**src/rtl/core/gdut_pkg.sv**
```systemverilog
`timescale 1ns / 1ps
package gdut_pkg;

    localparam logic [29:0] NS_PER_SEC   = 30'd1000000000;
    // 1/100 reciprocal, exact for the 13-bit year range used here
    localparam logic [12:0] RECIP_100    = 13'd5243;
    localparam int          RECIP_SHIFT  = 19;
    localparam logic [12:0] YEAR_OFFSET  = 13'd400;
    // 719468 epoch shift + 146097 for the 400-year offset + 1 for 1-based day
    localparam logic [31:0] DAY_BIAS     = 32'd865566;
    localparam logic [31:0] SEC_PER_DAY  = 32'd86400;

    localparam int CAL_LAT = 4;
    localparam int DIV_LAT = 34;

    typedef struct packed {
        logic [31:0] ns;
        logic        valid;
    } t_frac;

    // Days before the month, March-based year; month 0 and 13..15 wrap.
    function automatic logic [8:0] month_days(input logic [3:0] month);
        logic [8:0] d;
        case (month)
            4'd0:    d = 9'd275;
            4'd1:    d = 9'd306;
            4'd2:    d = 9'd337;
            4'd3:    d = 9'd0;
            4'd4:    d = 9'd31;
            4'd5:    d = 9'd61;
            4'd6:    d = 9'd92;
            4'd7:    d = 9'd122;
            4'd8:    d = 9'd153;
            4'd9:    d = 9'd184;
            4'd10:   d = 9'd214;
            4'd11:   d = 9'd245;
            4'd12:   d = 9'd275;
            4'd13:   d = 9'd306;
            4'd14:   d = 9'd337;
            default: d = 9'd0;
        endcase
        return d;
    endfunction

    // Year of the March-based calendar, offset by 400.
    function automatic logic [12:0] cal_year(input logic [11:0] year, input logic [3:0] month);
        logic [12:0] y;
        y = 13'(year) + YEAR_OFFSET;
        case (month)
            4'd0, 4'd1, 4'd2: y = y - 13'd1;
            4'd15:            y = y + 13'd1;
            default:          y = y;
        endcase
        return y;
    endfunction

endpackage

```
**src/rtl/core/gdut_cal.sv**
```systemverilog
`timescale 1ns / 1ps
module gdut_cal import gdut_pkg::*; (
    input  logic        i_clk,
    input  logic        i_en,
    input  logic [7:0]  i_second,
    input  logic [7:0]  i_leap,
    input  logic [7:0]  i_minute,
    input  logic [7:0]  i_hour,
    input  logic [7:0]  i_day,
    input  logic [3:0]  i_month,
    input  logic [11:0] i_year,
    output logic [31:0] o_secs,
    output logic [63:0] o_secs_ns
);

    logic [12:0] r_y;
    logic [25:0] r_m100;
    logic [23:0] r_m400;
    logic [9:0]  r_doy;
    logic [31:0] r_hms;
    logic [31:0] r_days;
    logic [31:0] r_hms2;
    logic [31:0] r_secs;
    logic [31:0] r_secs4;
    logic [63:0] r_sns;
    logic [12:0] n_y;

    assign n_y = cal_year(i_year, i_month);

    always_ff @(posedge i_clk) begin
        if (i_en) begin
            // stage 1: year, reciprocal products, day of year, time of day
            r_y    <= n_y;
            r_m100 <= 26'(n_y) * 26'(RECIP_100);
            r_m400 <= 24'(n_y[12:2]) * 24'(RECIP_100);
            r_doy  <= 10'(month_days(i_month)) + 10'(i_day);
            r_hms  <= 32'(i_hour) * 32'd3600 + 32'(i_minute) * 32'd60
                    + 32'(i_second) - 32'(i_leap);
            // stage 2: day count, all mod 2^32
            r_days <= 32'(r_y) * 32'd365 + 32'(r_y[12:2])
                    - 32'(r_m100[25:RECIP_SHIFT]) + 32'(r_m400[23:RECIP_SHIFT])
                    + 32'(r_doy) - DAY_BIAS;
            r_hms2 <= r_hms;
            // stage 3: seconds
            r_secs <= r_days * SEC_PER_DAY + r_hms2;
            // stage 4: seconds in ns
            r_secs4 <= r_secs;
            r_sns   <= 64'(r_secs) * 64'(NS_PER_SEC);
        end
    end

    assign o_secs    = r_secs4;
    assign o_secs_ns = r_sns;

endmodule

```
**config.mk**
```make
export PLATFORM = sky130hd
export DESIGN_NAME = gdut_cal
export DESIGN_NICKNAME = d
export VERILOG_FILES = /design/src/rtl/core/gdut_pkg.sv /design/src/rtl/core/gdut_cal.sv
export SDC_FILE = /design/constraint.sdc
export NUM_CORES = 2
export LEC_CHECK = 0
export ABC_AREA = 1
export BUFFER_PORTS_ARGS = -buffer_cell sky130_fd_sc_hd__buf_2
export CAP_MARGIN = 20
export CELL_PAD_IN_SITES_DETAIL_PLACEMENT = 0
export CELL_PAD_IN_SITES_GLOBAL_PLACEMENT = 1
export CORE_MARGIN = 2
export CORE_UTILIZATION = 51
export DETAILED_ROUTE_END_ITERATION = 8
export HOLD_SLACK_MARGIN = 0.06
export PLACE_DENSITY_LB_ADDON = 0.08
export SYNTH_ARGS = -nofsm -noshare
export SYNTH_HDL_FRONTEND = slang
export SYNTH_SLANG_ARGS = --single-unit
```
**constraint.sdc**
```tcl
create_clock -name i_clk -period 10.11 [get_ports i_clk]
set_clock_uncertainty 0.15 [all_clocks]
set_input_delay 2.022 -clock i_clk [delete_from_list [all_inputs] [get_ports i_clk]]
set_output_delay 2.022 -clock i_clk [all_outputs]
set_load 0.02 [all_outputs]
```
Word-level counts from Yosys, hierarchy flattened
Memory sizes are Yosys's and may differ from the RTL's.
Cells that the tools add are included.
{ "word_totals": {"output_inout_bits": 96, "rom_bits": 144, "mem_count": 1, "latch_bits": 0, "reg_bits": 286, "word_cells": 38, "ramBits": 0, "inputBits": 58} }
{ "classes": {"bitwise_logic": 0, "n_div": 0, "muxes": 2, "multipliers": 7, "shifts": 0, "n_addsub": 13, "n_eq_ne": 3, "reduce_logical": 2, "order_cmp": 0} }
{ "memory_table": {"columns": ["memory", "depth", "word_bits", "read_ports", "rd_clocked_by_memory_dff", "write_ports", "line", "source"], "rows": [
  ["(name not given)", 16, 9, 1, 0, 0, "gdut_pkg.sv:24", "case (month)"]
]} }
{ "ops": {"columns": ["op", "n"], "rows": [
  ["32-bit by 21-bit multiplier with 53-bit output, second input constant", 1],
  ["32-bit adder", 1],
  ["32-bit by 10-bit multiplier with 25-bit output, second input constant", 1],
  ["26-bit by 21-bit subtractor with 27-bit output, second input constant", 1],
  ["25-bit by 11-bit adder with 26-bit output", 1],
  ["13-bit by 13-bit multiplier with 26-bit output, second input constant", 1],
  ["13-bit one-hot mux with 2 select lines", 1],
  ["24-bit by 6-bit adder with 25-bit output", 1],
  ["11-bit by 13-bit multiplier with 24-bit output, second input constant", 1],
  ["23-bit by 7-bit subtractor with 24-bit output", 1],
  ["22-bit by 11-bit adder with 23-bit output", 1],
  ["22-bit by 8-bit subtractor with 23-bit output", 1],
  ["21-bit by 8-bit adder with 22-bit output", 1],
  ["13-bit by 9-bit multiplier with 22-bit output, second input constant", 1],
  ["20-bit by 14-bit adder with 21-bit output", 1],
  ["8-bit by 8-bit multiplier with 16-bit output, second input constant", 1],
  ["12-bit by 9-bit adder with 13-bit output, second input constant", 1],
  ["13-bit by 1-bit adder with 13-bit output, second input constant", 1],
  ["13-bit by 1-bit subtractor with 13-bit output, second input constant", 1],
  ["8-bit by 4-bit multiplier with 12-bit output, second input constant", 1],
  ["9-bit by 8-bit adder with 10-bit output", 1],
  ["9-bit two-way mux", 1],
  ["4-bit by 1-bit equality test with 1-bit output, second input constant", 1],
  ["4-bit by 2-bit equality test with 1-bit output, second input constant", 1],
  ["other kinds (3)", 3]
]} }

Depth between registers and ports, before layout
{ "depth": {"depth_word": 6, "ltp_mapped": 35, "mapped_depth_nobuf": 35} }

Worst setup path before layout
No wires, ideal clock.
{ "synth_path": {"path_type": "input port to flip-flop", "from": "input port i_month[0]", "to": "register r_m400[23], data pin", "slack_ns": 1.495, "required_time_ns": 9.707, "path_buffers": 0, "cell_stages": 27, "setup_ns": 0.253, "t_arrival_ns": 8.211, "cell_sequence": "ha_1 > inv_1 > nor2_2 > inv_1 > ha_1 > nand2_1 > nor3_1 > nor2_1 > o21ai_0 > xnor2_1 > o21ai_0 > inv_1 > fa_1 > fa_1 > fa_1 > fa_1 > inv_1 > fa_1 > ha_1 > nand2_1 > nor4_1 > nand2_1 > o211ai_1 > nand3_1 > nand2_1 > nand3b_1 > nand2_1"} }
{ "synth_between": {"elab_chain_len": 4, "word_cells_on_any_way": 7, "classes_between": "1 x mul; 3 x eq/ne; 1 x mux; 2 x reduce/logical"} }
{ "synth_rtl": {"columns": ["element", "line", "source"], "rows": [
  ["start, declared", "gdut_cal.sv:10", "input logic [3:0] i_month,"],
  ["4-bit by 1-bit equality test with 1-bit output (tied with other cells)", "gdut_pkg.sv:49", "case (month)"],
  ["3-bit OR reduction", "gdut_pkg.sv:49", null],
  ["13-bit one-hot mux with 2 select lines *", "gdut_pkg.sv:49", null],
  ["via n_y[8]", "gdut_cal.sv:26", "logic [12:0] n_y;"],
  ["11-bit by 13-bit multiplier with 24-bit output *", "gdut_cal.sv:35", "r_m400 <= 24'(n_y[12:2]) * 24'(RECIP_100);"],
  ["end signal, assigned", "gdut_cal.sv:35", null],
  ["end, declared", "gdut_cal.sv:18", "logic [23:0] r_m400;"]
]} }
The timed path passes the listed nets; every way through them passes the cells marked *.
A chain may end at the register's enable or synchronous reset.

Final worst setup path
{ "layout_path": {"from": "input port i_month[1]", "to": "register r_m400[23], data pin"} }
The elaborated chain is that of the path after synthesis.

==> metrics.md <==
| Metric | Value |
|---|---|
| Antenna Cells | `0` |
| Status | `completed` |
| Critical-path maximum fanout | `11` |
| Post-synthesis async set-or-reset flop share | `0%` |
| Final setup fails | `0` |
| Dpl cell area | `0.0415 mm2` |
| Root Buffer Master | `clkbuf_16` |
| Crit Path Category | `in2reg` |
| Post-Route WL | `90900 um` |
| Synth Register Bits | `221` |
| Crit end category | `flip-flop` |
| Crit path from | `i_month[1]` |
| Final Hold Vio Count | `0` |
| Ys flop type | `edfxtp_1` |
| Top post-synthesis cells by count | `inv_1 (1113), ha_1 (734), fa_1 (559), nand2_1 (434), a21oi_1 (225)` |
| Die width | `282 um` |
| Cts bufs inserted | `27` |
| # clock sinks | `221` |
| GP Congestion | `0.898` |
| Filler cells | `7112` |
| Most frequent CP cell | `inv_1` |
| WL/cell | `16.9 um` |
| Worst Path Required | `10320 ps` |
| Top-count cell post-synth | `inv_1` |
| Synthesized area | `0.0394 mm2` |
| Final Cell Area | `0.0424 mm2` |
| Drt pass-1 iters | `5` |
| Fmax achieved | `112 MHz` |
| Max Cap Viol | `0` |
| Hold Buf Count CTS | `0` |
| Synth Instances | `4155` |
| Synth area leaders | `fa_1 (28%), ha_1 (23%), edfxtp_1 (17%)` |
| CP max stage delay | `530 ps` |
| Synth warn | `0` |
| GR Overflow Total | `0` |
| Worst hold path startpoint | `r_hms[2]$_DFFE_PP_` |
| Htree depth | `1` |
| CTS tree | `built` |
| Largest net degree at the start of global routing | `114` |
| Die height | `282 um` |
| Setup_tns | `0 ps` |
| Die area | `0.0796 mm2` |
| Min Tclk post-route | `8930 ps` |
| Cts repair resizes | `0` |
| GRT Total Usage | `23.7%` |
| Worst relative slew slack | `34.4%` |
| Initial cell density of the core | `51.8%` |
| Reg2reg start | `r_secs[16]$_DFFE_PP_` |
| Number of core rows | `101` |
| Hold crit path type | `reg2reg` |
| Yosys top cell by area | `fa_1` |
| Fin crit share | `88.3%` |
| Syn_area_per_cell | `9.49 um2` |
| Netlist cell types | `54` |
| Via density | `4.98` |
| Clock Pin Slew Worst Setup and Hold Paths | `60 ps` |
| RSZ-0062 raised after global routing | `false` |
| Dpl cells | `5330` |
| 1st-iter DRT viols | `1149` |
| Slowest CP cell | `fa_1` |
| Via count of the routed design | `26798` |
| Max Slew Vio Count | `0` |
| Post-CTS setup buffer count | `0` |
| Post-synth EDFFs | `221` |
| CTS Buffer Depth | `3` |
| Critical path launch point type | `primary input` |
| Antenna viol nets, final | `0` |
| DRC violations left | `0` |
| Core area | `0.0762 mm2` |
| Fin nets | `5680` |
| Vias in the first global route | `27713` |
| Number of I/O pins | `154` |
| Non-Filler Instances | `5380` |
| Final HPWL DP | `80300 um` |
| Worst Tran Pin Value | `984 ps` |
| Antenna violations before repair | `0` |
| Layout cells sized above 1 | `6.25%` |
| Syn-to-layout area delta | `7.39%` |
| Sequential area share after synthesis | `16.8%` |
| WP data arrival | `9130 ps` |
| Worst-skew pair later-pin latency | `600 ps` |
| First-pass GRT wire length | `147000 um` |
| PortBufs | `142` |
| Yosys top cell area share | `28.4%` |
==> per-layer routing <==
metal	part of all wire, %	vias to the layer above	wire (um)	GRT usage [%]
met1	47	12835	42300	33.1
li1	-	13470	-	-
met5	0	-	0	0
met4	2.4	0	2180	5.25
met2	48	391	43400	40.3
met3	3.3	102	3030	2.01
==> per-stage QoR <==
stage	util, %	hold slack, ps	setup slack (ps)
5_1_grt	55.6	273	606
3_3_place_gp	54.4	251	692
2_1_floorplan	-	250	1500
6_report	55.6	267	1180
4_1_cts	55.6	270	1150
3_5_place_dp	54.4	255	572
==> cell usage in the layout (no fill, tap or decap), types with 4 or more instances in the layout <==
cell / n
conb_1: 11
nor2_4: 4
inv_1: 1113
fa_1: 559
edfxtp_1: 221
a31oi_1: 17
nand2_2: 20
nand2_1: 434
a21boi_0: 5
nand3_2: 8
nor2_1: 166
a21oi_2: 4
nand4_1: 40
clkbuf_16: 27
a21oi_1: 225
clkinv_1: 4
a21boi_1: 4
ha_1: 734
nor2_2: 7
o21a_1: 4
nor3_1: 27
inv_2: 6
o21bai_1: 28
nand2_4: 4
nand3_1: 95
buf_4: 9
o21ai_0: 113
a21o_1: 30
clkinv_2: 6
buf_2: 141
xor2_1: 135
o21ai_2: 5
xnor2_1: 64
o21ai_1: 12
or2_2: 7
o211ai_1: 7
nor4_1: 9
a221oi_1: 5
==> logic make-up (layout without fill, tap and decap cells) <==
kind of cell / Yosys count / in the layout / share of synthesized area, %
buffers and inverters: 1135 / 1320 / 10.9
other: 1 / 11 / 0.00951
XOR/XNOR: 200 / 200 / 4.46
flip-flops: 221 / 221 / 16.8
adder cells (fa/ha/maj): 1293 / 1293 / 51.6
AO/OA/AOI/OAI: 471 / 471 / 6.77
AND/OR/NAND/NOR: 834 / 834 / 9.35
==> registers in the layout, indices dropped and copies added, names as in the netlist <==
name	cells
r_y	13
r_days	25
o_secs_ns	51
r_doy	10
r_secs	32
r_m100	7
r_hms2	23
r_m400	5
o_secs	32
r_hms	23
==> worst paths after layout <==
check | to | slack [ps] | cells past startpoint
hold / removal | r_hms2[2]$_DFFE_PP_ | 270 | 0
setup reg to reg | o_secs_ns[56]$_DFFE_PP_ | 3490 | 18
setup / recovery | r_m400[23]$_DFFE_PP_ | 1180 | 32
hold reg to reg | r_hms2[2]$_DFFE_PP_ | 270 | 0
==> final cells by class <==
class                           instances  area (um2)  area share (%)
Timing Repair Buffer                  151         788            1.86
Multi-Input combinational cell       2809       28500            67.4
Inverter                             1119        4200            9.91
Clock buffer                           28         679            1.60
Sequential cell                       221        6640            15.7
Clock inverter                         22         229           0.540
Tap cell                             1030        1290            3.04
==> critical path, delay by kind of cell <==
| family | cells | cell delay [ps] |
|---|---|---|
| fa+ha+maj | 8 | 3310 |
| simple gates | 10 | 1420 |
| compound gates | 5 | 1160 |
| buf+inv | 8 | 1040 |
| xor+xnor | 1 | 160 |
Power is not shown: default switching activity piles up to over one toggle a cycle in this logic, so the estimate is an artifact.
